**src/sv/mrs_pkg.sv**
```systemverilog
// Package for the Modbus RTU register slave: payload structs, codes,
// control structs and the CRC-16 byte step. No dependencies.
package mrs_pkg;

    typedef struct packed {
        logic       cmd;
        logic [7:0] rx_byte;
    } in_item_t;

    typedef struct packed {
        logic [7:0] tx_byte;
        logic       last;
    } out_item_t;

    localparam logic       CMD_BYTE   = 1'b0;
    localparam logic       CMD_TICK   = 1'b1;
    localparam logic [7:0] FC_READ    = 8'h03;
    localparam logic [7:0] FC_WRITE   = 8'h06;
    localparam logic [7:0] FC_EXC_BIT = 8'h80;
    localparam logic [7:0] EXC_FUNC   = 8'h01;
    localparam logic [7:0] EXC_ADDR   = 8'h02;
    localparam logic [7:0] EXC_VALUE  = 8'h03;
    localparam int         MAX_READ   = 5;
    localparam int         MIN_FRAME  = 4;
    localparam int         FULL_FRAME = 8;
    localparam logic [15:0] CRC_INIT  = 16'hFFFF;
    localparam logic [15:0] CRC_POLY  = 16'hA001;

    localparam logic [1:0] ADDR_SLAVE = 2'd0;
    localparam logic [1:0] ADDR_IDLE  = 2'd1;

    typedef enum logic [1:0] {
        KIND_EXC,
        KIND_READ,
        KIND_WRITE
    } reply_kind_t;

    typedef struct packed {
        logic rx_write;
        logic tick;
        logic scan_start;
        logic emit_start;
        logic emit_step;
    } mrs_cmd_t;

    typedef struct packed {
        logic frame_end;
        logic scan_done;
        logic reply;
        logic emit_last;
        logic out_free;
    } mrs_status_t;

    function automatic logic [15:0] crc16_byte(input logic [15:0] crc_in,
                                               input logic [7:0] data);
        logic [15:0] c;
        c = crc_in ^ {8'h00, data};
        for (int b = 0; b < 8; b++)
        begin
            c = c[0] ? ((c >> 1) ^ CRC_POLY) : (c >> 1);
        end
        return c;
    endfunction

endpackage

```
**src/sv/mrs_ram.sv**
```systemverilog
// Generic single-write, single-read RAM with registered read data.
// No dependencies.
module mrs_ram #(
    parameter int WIDTH = 8,
    parameter int DEPTH = 64
) (
    input  logic                     clk,
    input  logic                     we,
    input  logic [$clog2(DEPTH)-1:0] waddr,
    input  logic [WIDTH-1:0]         wdata,
    input  logic [$clog2(DEPTH)-1:0] raddr,
    output logic [WIDTH-1:0]         rdata
);
    logic [WIDTH-1:0] mem [DEPTH];

    always_ff @(posedge clk)
    begin
        if (we)
        begin
            mem[waddr] <= wdata;
        end
        rdata <= mem[raddr];
    end
endmodule

```
**src/sv/mrs_datapath.sv**
```systemverilog
// Datapath: receive buffer, idle timer, frame scan with CRC check, holding
// registers and response byte generator. Uses mrs_pkg and mrs_ram.
module mrs_datapath
    import mrs_pkg::*;
#(
    parameter int RX_DEPTH  = 64,
    parameter int FRAME_MAX = 60,
    parameter int NUM_REGS  = 5
) (
    input  logic        clk,
    input  logic        rst_n,
    input  mrs_cmd_t    cmd,
    output mrs_status_t status,
    input  logic [7:0]  rx_byte,
    input  logic [7:0]  slave_address,
    input  logic [7:0]  idle_ticks,
    input  logic        out_ready,
    output logic        out_valid,
    output out_item_t   out_data
);
    localparam int CW = $clog2(RX_DEPTH + 1);
    localparam int AW = $clog2(RX_DEPTH);
    localparam int RW = (NUM_REGS > 1) ? $clog2(NUM_REGS) : 1;

    logic [CW-1:0]  rx_count_reg;
    logic [CW-1:0]  snap_reg;
    logic [7:0]     idle_reg;
    logic [7:0]     idle_next;
    logic [CW-1:0]  len_reg;
    logic [CW-1:0]  len_next;
    logic [CW-1:0]  rd_idx_reg;
    logic           rd_busy_reg;
    logic           rv_reg;
    logic [CW-1:0]  ridx_reg;
    logic           done_reg;
    logic [15:0]    crc_reg;
    logic           ok_lo_reg;
    logic           ok_hi_reg;
    logic [7:0]     fb_reg [6];
    logic [7:0]     rdata;
    logic [7:0]     hregs_reg [NUM_REGS];

    reply_kind_t    kind_reg;
    reply_kind_t    kind_next;
    logic [7:0]     code_reg;
    logic [7:0]     code_next;
    logic [3:0]     n_reg;
    logic [3:0]     n_next;
    logic [RW-1:0]  start_reg;
    logic [3:0]     k_reg;
    logic [15:0]    ocrc_reg;
    logic           out_valid_reg;
    out_item_t      out_reg;
    logic [7:0]     byte_k;

    logic [15:0]    start16;
    logic [15:0]    count16;
    logic [16:0]    span17;
    logic           frame_ok;
    logic [3:0]     m;
    logic [RW:0]    ridx_sum;

    mrs_ram #(.WIDTH(8), .DEPTH(RX_DEPTH)) u_rx_ram (
        .clk   (clk),
        .we    (cmd.rx_write && (32'(rx_count_reg) < RX_DEPTH)),
        .waddr (rx_count_reg[AW-1:0]),
        .wdata (rx_byte),
        .raddr (rd_idx_reg[AW-1:0]),
        .rdata (rdata)
    );

    assign idle_next = (idle_reg == 8'hFF) ? 8'hFF : idle_reg + 8'd1;
    assign len_next  = (32'(rx_count_reg) < FRAME_MAX) ? rx_count_reg : CW'(FRAME_MAX);

    assign start16 = {fb_reg[2], fb_reg[3]};
    assign count16 = {fb_reg[4], fb_reg[5]};
    assign span17  = {1'b0, start16} + {1'b0, count16};
    assign frame_ok = (32'(len_reg) >= MIN_FRAME) && (fb_reg[0] == slave_address)
                      && ok_lo_reg && ok_hi_reg;

    always_comb
    begin
        kind_next = KIND_EXC;
        code_next = EXC_FUNC;
        n_next    = 4'd3;
        if (fb_reg[1] != FC_READ && fb_reg[1] != FC_WRITE)
        begin
            code_next = EXC_FUNC;
        end
        else if (32'(len_reg) < FULL_FRAME)
        begin
            code_next = EXC_VALUE;
        end
        else if (fb_reg[1] == FC_READ)
        begin
            if (32'(start16) >= NUM_REGS || 32'(count16) > MAX_READ
                || 32'(span17) > NUM_REGS)
            begin
                code_next = EXC_ADDR;
            end
            else
            begin
                kind_next = KIND_READ;
                n_next    = 4'd3 + {count16[2:0], 1'b0};
            end
        end
        else if (32'(start16) >= NUM_REGS)
        begin
            code_next = EXC_ADDR;
        end
        else
        begin
            kind_next = KIND_WRITE;
            n_next    = 4'd6;
        end
    end

    assign m        = k_reg - 4'd3;
    assign ridx_sum = {1'b0, start_reg} + (RW+1)'(m[3:1]);

    always_comb
    begin
        byte_k = 8'h00;
        if (k_reg == n_reg)
        begin
            byte_k = ocrc_reg[7:0];
        end
        else if (k_reg == n_reg + 4'd1)
        begin
            byte_k = ocrc_reg[15:8];
        end
        else if (k_reg == 4'd0)
        begin
            byte_k = fb_reg[0];
        end
        else
        begin
            case (kind_reg)
                KIND_EXC:
                begin
                    byte_k = (k_reg == 4'd1) ? (fb_reg[1] | FC_EXC_BIT) : code_reg;
                end
                KIND_READ:
                begin
                    if (k_reg == 4'd1)
                    begin
                        byte_k = FC_READ;
                    end
                    else if (k_reg == 4'd2)
                    begin
                        byte_k = {4'b0000, n_reg - 4'd3};
                    end
                    else if (m[0])
                    begin
                        byte_k = hregs_reg[ridx_sum[RW-1:0]];
                    end
                end
                KIND_WRITE:
                begin
                    byte_k = fb_reg[k_reg[2:0]];
                end
                default:
                begin
                    byte_k = 8'h00;
                end
            endcase
        end
    end

    assign status.frame_end = (rx_count_reg != '0) && (snap_reg == rx_count_reg)
                              && (idle_next >= idle_ticks);
    assign status.scan_done = done_reg;
    assign status.reply     = frame_ok;
    assign status.emit_last = (k_reg == n_reg + 4'd1);
    assign status.out_free  = !out_valid_reg || out_ready;
    assign out_valid        = out_valid_reg;
    assign out_data         = out_reg;

    always_ff @(posedge clk or negedge rst_n)
    begin
        if (!rst_n)
        begin
            rx_count_reg  <= '0;
            snap_reg      <= '0;
            idle_reg      <= '0;
            rd_busy_reg   <= 1'b0;
            rv_reg        <= 1'b0;
            done_reg      <= 1'b0;
            out_valid_reg <= 1'b0;
            for (int i = 0; i < NUM_REGS; i++)
            begin
                hregs_reg[i] <= 8'h00;
            end
        end
        else
        begin
            done_reg <= rv_reg && (ridx_reg + CW'(1) == len_reg);
            if (cmd.rx_write && (32'(rx_count_reg) < RX_DEPTH))
            begin
                rx_count_reg <= rx_count_reg + CW'(1);
            end
            if (cmd.tick)
            begin
                if (rx_count_reg == '0)
                begin
                    snap_reg <= '0;
                end
                else if (snap_reg != rx_count_reg)
                begin
                    snap_reg <= rx_count_reg;
                    idle_reg <= 8'h00;
                end
                else if (idle_next >= idle_ticks)
                begin
                    rx_count_reg <= '0;
                    snap_reg     <= '0;
                    idle_reg     <= 8'h00;
                end
                else
                begin
                    idle_reg <= idle_next;
                end
            end
            if (cmd.scan_start)
            begin
                rd_busy_reg <= 1'b1;
            end
            else if (rd_busy_reg && (rd_idx_reg + CW'(1) == len_reg))
            begin
                rd_busy_reg <= 1'b0;
            end
            rv_reg <= rd_busy_reg && !cmd.scan_start;
            if (cmd.emit_start && kind_next == KIND_WRITE)
            begin
                hregs_reg[start16[RW-1:0]] <= fb_reg[5];
            end
            if (cmd.emit_step)
            begin
                out_valid_reg <= 1'b1;
            end
            else if (out_ready)
            begin
                out_valid_reg <= 1'b0;
            end
        end
    end

    always_ff @(posedge clk)
    begin
        if (cmd.tick)
        begin
            len_reg <= len_next;
        end
        if (cmd.scan_start)
        begin
            rd_idx_reg <= '0;
            crc_reg    <= CRC_INIT;
        end
        else if (rd_busy_reg)
        begin
            rd_idx_reg <= rd_idx_reg + CW'(1);
        end
        ridx_reg <= rd_idx_reg;
        if (rv_reg)
        begin
            if (32'(ridx_reg) < 6)
            begin
                fb_reg[ridx_reg[2:0]] <= rdata;
            end
            if (ridx_reg + CW'(2) < len_reg)
            begin
                crc_reg <= crc16_byte(crc_reg, rdata);
            end
            if (ridx_reg + CW'(2) == len_reg)
            begin
                ok_lo_reg <= (rdata == crc_reg[7:0]);
            end
            if (ridx_reg + CW'(1) == len_reg)
            begin
                ok_hi_reg <= (rdata == crc_reg[15:8]);
            end
        end
        if (cmd.emit_start)
        begin
            kind_reg  <= kind_next;
            code_reg  <= code_next;
            n_reg     <= n_next;
            start_reg <= start16[RW-1:0];
            k_reg     <= 4'd0;
            ocrc_reg  <= CRC_INIT;
        end
        else if (cmd.emit_step)
        begin
            k_reg <= k_reg + 4'd1;
            if (k_reg < n_reg)
            begin
                ocrc_reg <= crc16_byte(ocrc_reg, byte_k);
            end
        end
        if (cmd.emit_step)
        begin
            out_reg.tx_byte <= byte_k;
            out_reg.last    <= (k_reg == n_reg + 4'd1);
        end
    end

    a_scan_done_idle: assert property (@(posedge clk) disable iff (!rst_n)
        done_reg |-> !rd_busy_reg)
        else $error("scan done while buffer read still running");
    a_end_clears: assert property (@(posedge clk) disable iff (!rst_n)
        (cmd.tick && status.frame_end) |=> (rx_count_reg == '0))
        else $error("frame end did not clear receive count");
    a_step_free: assert property (@(posedge clk) disable iff (!rst_n)
        cmd.emit_step |-> status.out_free)
        else $error("response byte loaded over an untaken byte");
endmodule

```
**src/sv/mrs_ctrl.sv**
```systemverilog
// Controller state machine: accepts items, sequences frame scan and
// response emission. Uses mrs_pkg.
module mrs_ctrl
    import mrs_pkg::*;
(
    input  logic        clk,
    input  logic        rst_n,
    input  logic        in_valid,
    output logic        in_ready,
    input  logic        in_cmd,
    input  mrs_status_t status,
    output mrs_cmd_t    cmd
);
    typedef enum logic [1:0] {
        ST_IDLE,
        ST_SCAN,
        ST_EMIT
    } state_t;

    state_t state_reg;
    state_t state_next;

    always_comb
    begin
        state_next = state_reg;
        cmd        = '0;
        in_ready   = 1'b0;
        case (state_reg)
            ST_IDLE:
            begin
                in_ready = 1'b1;
                if (in_valid)
                begin
                    if (in_cmd == CMD_BYTE)
                    begin
                        cmd.rx_write = 1'b1;
                    end
                    else
                    begin
                        cmd.tick = 1'b1;
                        if (status.frame_end)
                        begin
                            cmd.scan_start = 1'b1;
                            state_next     = ST_SCAN;
                        end
                    end
                end
            end
            ST_SCAN:
            begin
                if (status.scan_done)
                begin
                    if (status.reply)
                    begin
                        cmd.emit_start = 1'b1;
                        state_next     = ST_EMIT;
                    end
                    else
                    begin
                        state_next = ST_IDLE;
                    end
                end
            end
            ST_EMIT:
            begin
                if (status.out_free)
                begin
                    cmd.emit_step = 1'b1;
                    if (status.emit_last)
                    begin
                        state_next = ST_IDLE;
                    end
                end
            end
            default:
            begin
                state_next = ST_IDLE;
            end
        endcase
    end

    always_ff @(posedge clk or negedge rst_n)
    begin
        if (!rst_n)
        begin
            state_reg <= ST_IDLE;
        end
        else
        begin
            state_reg <= state_next;
        end
    end

    a_accept_idle: assert property (@(posedge clk) disable iff (!rst_n)
        (cmd.rx_write || cmd.tick) |-> (state_reg == ST_IDLE))
        else $error("item taken outside idle");
    a_scan_enter: assert property (@(posedge clk) disable iff (!rst_n)
        cmd.scan_start |=> (state_reg == ST_SCAN))
        else $error("scan start without scan state");
    a_emit_exit: assert property (@(posedge clk) disable iff (!rst_n)
        (cmd.emit_step && status.emit_last) |=> (state_reg == ST_IDLE))
        else $error("emission did not end after last byte");
endmodule

```
**src/sv/modbus_rtu_register_slave.sv**
```systemverilog
// Top level of the Modbus RTU register slave: APB configuration registers,
// controller and datapath. Uses mrs_pkg, mrs_ctrl, mrs_datapath.
//
// Usage: in_data carries either a received UART byte (cmd 0) or a
// one-millisecond tick (cmd 1). When a tick ends a frame, the buffered
// frame is read from the receive RAM one byte a cycle for the CRC check.
// A valid request then produces a response of 5 to 15 bytes on out_data,
// one per cycle while out_ready is high; last marks the final CRC byte.
// No new item is taken during the scan or while response bytes are still
// being generated; the last byte may wait in the output register while
// the next item is taken. A stalled receiver simply holds the current
// byte. Reset clears the receive count, idle timer, holding registers,
// slave_address (1) and idle_ticks (5).
// Configuration registers: slave_address at 0x0, idle_ticks at 0x4.
module modbus_rtu_register_slave
    import mrs_pkg::*;
#(
    parameter int RX_DEPTH  = 64,
    parameter int FRAME_MAX = 60,
    parameter int NUM_REGS  = 5
) (
    input  logic        clk,
    input  logic        rst_n,
    input  logic        in_valid,
    output logic        in_ready,
    input  in_item_t    in_data,
    output logic        out_valid,
    input  logic        out_ready,
    output out_item_t   out_data,
    input  logic        psel,
    input  logic        penable,
    input  logic        pwrite,
    input  logic [2:0]  paddr,
    input  logic [31:0] pwdata,
    output logic [31:0] prdata,
    output logic        pready
);
    logic [7:0]  slave_address_reg;
    logic [7:0]  idle_ticks_reg;
    logic        cfg_we;
    mrs_cmd_t    cmd;
    mrs_status_t status;

    assign pready = 1'b1;
    assign cfg_we = psel && penable && pwrite;
    assign prdata = (paddr[2:1] == ADDR_SLAVE) ? {24'h0, slave_address_reg}
                                                : {24'h0, idle_ticks_reg};

    always_ff @(posedge clk or negedge rst_n)
    begin
        if (!rst_n)
        begin
            slave_address_reg <= 8'd1;
            idle_ticks_reg    <= 8'd5;
        end
        else if (cfg_we)
        begin
            if ({1'b0, paddr[2]} == ADDR_SLAVE)
            begin
                slave_address_reg <= pwdata[7:0];
            end
            else
            begin
                idle_ticks_reg <= pwdata[7:0];
            end
        end
    end

    mrs_ctrl u_ctrl (
        .clk      (clk),
        .rst_n    (rst_n),
        .in_valid (in_valid),
        .in_ready (in_ready),
        .in_cmd   (in_data.cmd),
        .status   (status),
        .cmd      (cmd)
    );

    mrs_datapath #(
        .RX_DEPTH  (RX_DEPTH),
        .FRAME_MAX (FRAME_MAX),
        .NUM_REGS  (NUM_REGS)
    ) u_datapath (
        .clk           (clk),
        .rst_n         (rst_n),
        .cmd           (cmd),
        .status        (status),
        .rx_byte       (in_data.rx_byte),
        .slave_address (slave_address_reg),
        .idle_ticks    (idle_ticks_reg),
        .out_ready     (out_ready),
        .out_valid     (out_valid),
        .out_data      (out_data)
    );
endmodule

```
**config.mk**
```make
export PLATFORM = sky130hd
export DESIGN_NAME = modbus_rtu_register_slave
export DESIGN_NICKNAME = d
export VERILOG_FILES = /design/src/sv/mrs_pkg.sv /design/src/sv/mrs_ram.sv /design/src/sv/mrs_datapath.sv /design/src/sv/mrs_ctrl.sv /design/src/sv/modbus_rtu_register_slave.sv
export SDC_FILE = /design/constraint.sdc
export NUM_CORES = 1
export LEC_CHECK = 0
export ABC_AREA = 1
export BUFFER_PORTS_ARGS = -buffer_cell sky130_fd_sc_hd__buf_4
export CAP_MARGIN = 20
export CORE_MARGIN = 2
export CORE_UTILIZATION = 40
export CTS_CLUSTER_SIZE = 20
export DETAILED_ROUTE_END_ITERATION = 8
export PLACE_DENSITY = 0.57
export SLEW_MARGIN = 20
export SYNTH_ARGS = -nofsm -noshare
export SYNTH_HDL_FRONTEND = slang
export SYNTH_SLANG_ARGS = --single-unit
```
**constraint.sdc**
```tcl
create_clock -name clk -period 4.1 [get_ports clk]
set_input_delay 0.615 -clock clk [delete_from_list [all_inputs] [get_ports clk]]
set_output_delay 0.615 -clock clk [all_outputs]
set_load 0.02 [all_outputs]
```
Word level (Yosys, flattened, before mapping)

Memories as Yosys holds them, arrays and structs flattened. A register that Yosys moved wholly into a read port is not among the register bits.
Index checks and enable logic that the tools add are counted.

Add/sub/neg operators: 12
$lt $le $gt $ge: 14
Equal/unequal tests: 27
Mux-type cells: 87
Bitwise logic cells: 22
Reductions and logical operators: 37

Operators by type and width:

| operator            | number |
|---|---|
| $mux 16             | 19 |
| $mux 8              | 14 |
| $mux 7              | 8 |
| $not 2->3           | 16 |
| $bwmux 40           | 1 |
| $mux 2              | 16 |
| $xor 16x8->16       | 2 |
| $eq 7x7->1          | 4 |
| $bmux 8 s3          | 1 |
| $demux 8 s3         | 1 |
| $eq 8x8->1          | 3 |
| $pmux 8 s3          | 1 |
| $add 7x1->7 const B | 3 |
| $mux 1              | 18 |
| $add 16x16->17      | 1 |
| $gt 17x3->1 const B | 1 |
| $ge 16x3->1 const B | 1 |
| $gt 16x3->1 const B | 1 |
| $mux 3              | 5 |
| $logic_and 1x1->1   | 14 |
| $reduce_and 2->1    | 7 |
| $ne 2x2->1 const B  | 5 |
| $add 4x1->4 const B | 2 |
| $add 8x1->8 const B | 1 |
| 39 further kinds    | 54 |

Register bits: 169
RAM bits: 560
Input port bits: 51
Output and inout bits: 44
Word-level logic and storage cells: 231
Memories kept: 2

Memories:

| name                    | depth | bits a word | rd ports | clocked after memory_dff | write ports | RTL line           | text |
|---|---|---|---|---|---|---|---|
| u_datapath.u_rx_ram.mem | 64    | 8           | 1        | 1                        | 1           | mrs_ram.sv:14      | `logic [WIDTH-1:0] mem [DEPTH];` |
| u_datapath.fb_reg       | 6     | 8           | 7        | 1                        | 1           | mrs_datapath.sv:39 | `logic [7:0] fb_reg [6];` |

Depth between registers and ports, before layout

Depth in word-level cells: 30
Gate-level depth with buffers: 32

By module

A second synthesis with hierarchy kept.

Cell total of the unflattened synthesis: 3,317
Area total of the unflattened synthesis: 34,013.9 um^2

Modules (own cells, without submodules):

| module                    | times used | cells an instance | area each (um^2) | seq. area each (um^2) |
|---|---|---|---|---|
| mrs_ram                   | 1          | 1,805             | 21,339.2         | 15,534.9 |
| mrs_datapath              | 1          | 1,364             | 11,568.6         | 5,505.3 |
| modbus_rtu_register_slave | 1          | 125               | 964.7            | 404.1 |
| mrs_ctrl                  | 1          | 23                | 141.4            | 50.0 |

Worst setup path after synthesis

No wires, ideal clock.

Kind: flip-flop to flip-flop
Start: register u_datapath.k_reg[0]
End: register u_datapath.ocrc_reg[0]
Arrival time: 3,218 ps
Path slack: 770 ps
Cell stages (with the launch flop): 29
Buffers on the path: 0
Path through: dfxtp_1 inv_1 ha_1 ha_1 inv_1 fa_1 inv_1 nor2_1 nand2_1 nand3_1 nand3_1 nand2_1 nand2_1 nand3_1 nand3_1 nand2_1 nand2_1 nand2_1 nand2_2 nand2_1 nand3_1 nand2_1 inv_1 nand2_2 nand2_2 nand2_2 nand3_2 nand3_2 nand2_1

Elaborated cells between the ends (all ways): 37
Those cells by class: add/sub (2); order compare (1); eq/ne (4); mux (19); bitwise (9); reduce/logical (2)

RTL lines:

| element                                               | RTL line            | text |
|---|---|---|
| from (decl)                                           | mrs_datapath.sv:50  | `logic [3:0] k_reg;` |
| from (signal assigned)                                | mrs_datapath.sv:294 | `k_reg <= k_reg + 4'd1;` |
| $sub 4x2->4 (*)                                       | mrs_datapath.sv:118 | `assign m = k_reg - 4'd3;` |
| named net u_datapath.m[0]                             | mrs_datapath.sv:60  | `logic [3:0] m;` |
| $mux 8 (*)                                            | mrs_datapath.sv:153 | `else if (m[0])` |
| $mux 8 (*)                                            | mrs_datapath.sv:149 | `else if (k_reg == 4'd2)` |
| $mux 8 (*)                                            | mrs_datapath.sv:145 | `if (k_reg == 4'd1)` |
| $pmux 8 s3 (*)                                        | mrs_datapath.sv:138 | `case (kind_reg)` |
| $mux 8 (*)                                            | mrs_datapath.sv:132 | `else if (k_reg == 4'd0)` |
| $mux 8 (*)                                            | mrs_datapath.sv:128 | `else if (k_reg == n_reg + 4'd1)` |
| $mux 8 (*)                                            | mrs_datapath.sv:124 | `if (k_reg == n_reg)` |
| $xor 16x8->16 (*)                                     | mrs_pkg.sv:57       | `c = crc_in ^ {8'h00, data};` |
| $mux 16 (*) (6 in a row)                              | mrs_pkg.sv:60       | `c = c[0] ? ((c >> 1) ^ CRC_POLY) : (c >> 1);` |
| $not 2->3 (no source line) or $mux 16 (tied branches) | -                   |  |
| $mux 16 (*) (2 in a row)                              | mrs_pkg.sv:60       |  |
| to (signal assigned)                                  | mrs_datapath.sv:297 | `ocrc_reg <= crc16_byte(ocrc_reg, byte_k);` |
| to (decl)                                             | mrs_datapath.sv:51  | `logic [15:0] ocrc_reg;` |

Mark *: on every way through the listed nets, which the timed path passes. The rest lies on a longest branch. The select of a mux whose other input is x is not followed.
A chain may end at the register's enable or synchronous reset.

Worst setup path in the final report

Same ends and word-level chain as after synthesis.

==> key figures <==
Status
  – Outcome: complete, no violations

Synth
  – Cell area after synthesis: 33,100 µm²
  – Async SR Flop Fraction: 0.112
  – Synthesis warning total: 0
  – Portion of the post-synthesis area used by sequential elements: 0.650
  – Number of enable flip-flop cells after synthesis: 605
  – Largest cells by area after synthesis: sky130_fd_sc_hd__edfxtp_1 (55%), sky130_fd_sc_hd__o21ai_0 (6.9%), sky130_fd_sc_hd__dfrtp_1 (6.1%), sky130_fd_sc_hd__nor2_1 (5.6%), sky130_fd_sc_hd__nand2_1 (3.8%)
  – Top-area cell type share of the netlist area: 0.550
  – Post-synthesis average cell area: 10.8 µm²
  – Number of synthesized register bits: 750
  – Number of distinct library cells after synthesis: 54
  – Largest area contributor in the netlist: sky130_fd_sc_hd__edfxtp_1
  – Top_reg_cell synth: sky130_fd_sc_hd__edfxtp_1
  – Post-Synthesis Cells: 3,073

Timing
  – Unrepaired setup endpoints after global routing: false
  – Clock tree skew after final layout: 51.4 ps
  – Count of final hold-check violations: 0
  – Final TNS setup: 0 ps
  – Slew of the pin with the lowest slew margin: 1110 ps
  – Fin crit period: 3740 ps
  – Least setup slack across all paths after layout: 362 ps
  – Relative slew margins: 0.256
  – Final count of negative-setup-slack endpoints: 0
  – Final Max Slew Viols: 0
  – Period utilisation layout: 0.912
  – Peak clock frequency supported by timing: 0.268 GHz

GRT
  – Number of antenna violations at the first check in global routing: 0
  – Overall routing resource usage: 0.201
  – Residual overflow from global routing: 0
  – Number of global-route vias before repair: 22.8k
  – Largest net degree at the start of global routing: 173
  – Wire length of the first global-routing pass: 133 mm

Floorplan
  – Die width: 291 µm
  – Die Footprint: 85,000 µm²
  – Core Region: 82,000 µm²
  – Top-level port count: 95
  – Initial Util: 0.403
  – Floorplan die height: 291 µm
  – Row count: 105

Worst setup path
  – Reg-to-Reg End: u_datapath.ocrc_reg[0]
  – Critical register-to-register path startpoint: u_datapath.k_reg[0]
  – CP Launch Type: register
  – Depth of the worst register-to-register path: 23
  – Worst Setup End Kind: register
  – Crit-path max FO: 7
  – Req. time, crit path: 4640 ps
  – Kind of critical path: reg -> reg
  – R2R setup slack: 360 ps
  – Critical path arrival: 4280 ps

Final layout
  – Flip-flop count of the largest register after layout: 512
  – NumNets Final: 3,288
  – Layout Cell Area excl Fill: 37,700 µm²
  – Total inserted antenna cells: 0
  – Register cell area after layout: 21,500 µm²
  – Area of combinational cells with multiple inputs: 10,100 µm²
  – Share of cells above drive strength 1: 0.0996
  – Area growth from synthesis to layout: 13.9%
  – Filler cell count in the final layout: 7,519

Hold path
  – Worst min path class: in -> async

Placed design
  – Placed cell area: 35,000 µm²
  – Number of port buffers: 44
  – Sum of net half-perimeters after detailed placement: 53.8 mm
  – Place WS: 203 ps
  – Routability cong.: 0.857

Pwr
  – Standby leakage power: 14.0 nW
  – Final total power: 23.7 mW
  – Power density over cell area: 630 nW/µm²
  – Peak supply drop: 0.447 mV

Clock tree
  – CTS Buffer Depth: 3
  – Post-CTS Setup Bufs: 0
  – Clk Latency, worst-skew pair: 660 ps
  – Number of hold buffers added after cts: 0
  – CTS tree: done
  – Clock transition at path regs: 60 ps
  – CTS H-Tree Depth: 3
  – Number of resized instances in the post-cts repair step: 0
  – Clock Root Buffer: sky130_fd_sc_hd__clkbuf_16
  – Total clock buffers created by CTS: 82
  – Clock Sink Count: 750

Route
  – Routed wire length per instance: 20.1 µm
  – Final wirelength: 86.7 mm
  – Via density: 5.43
  – Detailed router's first-iteration violation count: 2,057
  – Remaining antenna violation count after routing: 0
  – Detailed Routing Iterations Pass 1: 6
  – Detailed-route DRC error count: 0
  – Count of vias placed by the detailed router: 23.4k

Run
  – Number of maximum-capacitance constraint violations: 0
[critical path: stages, from the launching register on]
cell and delay [ps]:
sky130_fd_sc_hd__dfxtp_1 440, sky130_fd_sc_hd__inv_1 90, sky130_fd_sc_hd__ha_1 350, sky130_fd_sc_hd__ha_1 160
sky130_fd_sc_hd__inv_1 50, sky130_fd_sc_hd__fa_1 510, sky130_fd_sc_hd__inv_1 150, sky130_fd_sc_hd__nor2_2 200
sky130_fd_sc_hd__buf_4 160, sky130_fd_sc_hd__nand2_1 50, sky130_fd_sc_hd__nand2_1 60, sky130_fd_sc_hd__nand3_1 110
sky130_fd_sc_hd__o211ai_1 110, sky130_fd_sc_hd__nand2_1 70, sky130_fd_sc_hd__nand2_1 80, sky130_fd_sc_hd__nand2_1 110
sky130_fd_sc_hd__o21ai_2 240, sky130_fd_sc_hd__nand3_1 110, sky130_fd_sc_hd__nand2_1 110, sky130_fd_sc_hd__nand2_1 110
sky130_fd_sc_hd__nand3_1 160, sky130_fd_sc_hd__nand3_2 90, sky130_fd_sc_hd__nand3_2 70, sky130_fd_sc_hd__nand2_1 40
[per-stage QoR]
stage	std cells	util	hold slack, ps
3_5_place_dp	4165	0.427	378
3_3_place_gp	4165	0.427	372
6_report	4314	0.460	41.6
5_1_grt	4314	0.460	80.8
2_1_floorplan	3113	-	319
4_1_cts	4314	0.459	24.5
[cells in the mapped netlist, types with 3 or more instances]
library cell and n:
sky130_fd_sc_hd__a21oi_1 51, sky130_fd_sc_hd__buf_2 11, sky130_fd_sc_hd__buf_4 29, sky130_fd_sc_hd__clkbuf_1 133
sky130_fd_sc_hd__clkinv_1 4, sky130_fd_sc_hd__dfrtp_1 81, sky130_fd_sc_hd__dfstp_2 3, sky130_fd_sc_hd__dfxtp_1 61
sky130_fd_sc_hd__edfxtp_1 605, sky130_fd_sc_hd__ha_1 56, sky130_fd_sc_hd__inv_1 220, sky130_fd_sc_hd__inv_2 7
sky130_fd_sc_hd__nand2_1 337, sky130_fd_sc_hd__nand2_2 10, sky130_fd_sc_hd__nand3_1 114, sky130_fd_sc_hd__nand3_2 7
sky130_fd_sc_hd__nand4_1 20, sky130_fd_sc_hd__nor2_1 489, sky130_fd_sc_hd__nor3_1 15, sky130_fd_sc_hd__nor4_1 12
sky130_fd_sc_hd__o211ai_1 45, sky130_fd_sc_hd__o21ai_0 458, sky130_fd_sc_hd__o21ai_1 5, sky130_fd_sc_hd__o21bai_1 7
sky130_fd_sc_hd__o221ai_1 19, sky130_fd_sc_hd__o22ai_1 155, sky130_fd_sc_hd__o311ai_0 4, sky130_fd_sc_hd__o31ai_1 5
sky130_fd_sc_hd__o32ai_1 5, sky130_fd_sc_hd__or2_2 7, sky130_fd_sc_hd__xnor2_1 31, sky130_fd_sc_hd__xor2_1 38
[worst max-delay path by stage]
stage	start	end	slack, ps	depth (start not counted)
final	u_datapath.k_reg[0]	u_datapath.ocrc_reg[0]	360	23
after global routing	u_datapath.k_reg[0]	u_datapath.ocrc_reg[0]	10	29
after CTS	u_datapath.k_reg[1]	u_datapath.ocrc_reg[0]	180	23
after detailed placement	u_datapath.k_reg[1]	u_datapath.ocrc_reg[0]	200	23
after global placement	u_datapath.k_reg[1]	u_datapath.ocrc_reg[0]	310	25
after floorplan	u_datapath.k_reg[0]	u_datapath.ocrc_reg[0]	770	28
[kinds of logic after synthesis]
logic type      share of synthesized area
simple gates                        0.127
fa+ha+maj                          0.0224
flops                               0.650
buf+inv                            0.0502
other cells                      0.000227
xor+xnor                           0.0191
mux                              0.000341
compound gates                      0.131
[per-layer routing]
metal	vias to the layer above	global-route usage	share of wire
met5	-	0	0
met4	0	0.0541	0.023
met3	146	0.0332	0.060
met2	748	0.339	0.48
met1	11500	0.269	0.43
li1	11000	-	-
[cells in the final DEF (no fill, tap or decap), drive strengths merged, types with 42 or more instances in the layout]
cell type,n
clkbuf,111
inv,228
o211ai,45
nor2,491
conb,42
ha,56
dfxtp,61
buf,157
o21ai,465
nand2,349
a21oi,52
edfxtp,605
dfrtp,81
o22ai,155
nand3,121
[power by group]
group          internal [mW]  switching, mW  total [mW]  leakage, nW
Combinational           2.35           5.00        7.35         5.65
Clock                   4.06           3.04        7.11         1.28
Sequential              8.79          0.479        9.26         7.05
Total                   15.2           8.53        23.7         14.0
[area by class of cell]
class | instances | share of cell area
clock buffers | 111 | 0.0595
clock inverters | 38 | 0.0102
inverters | 232 | 0.0233
multi-input cells | 1956 | 0.267
flip-flops and latches | 750 | 0.571
well taps | 1070 | 0.0355
repair buffers | 157 | 0.0336
(Power assumes the default switching activity.)
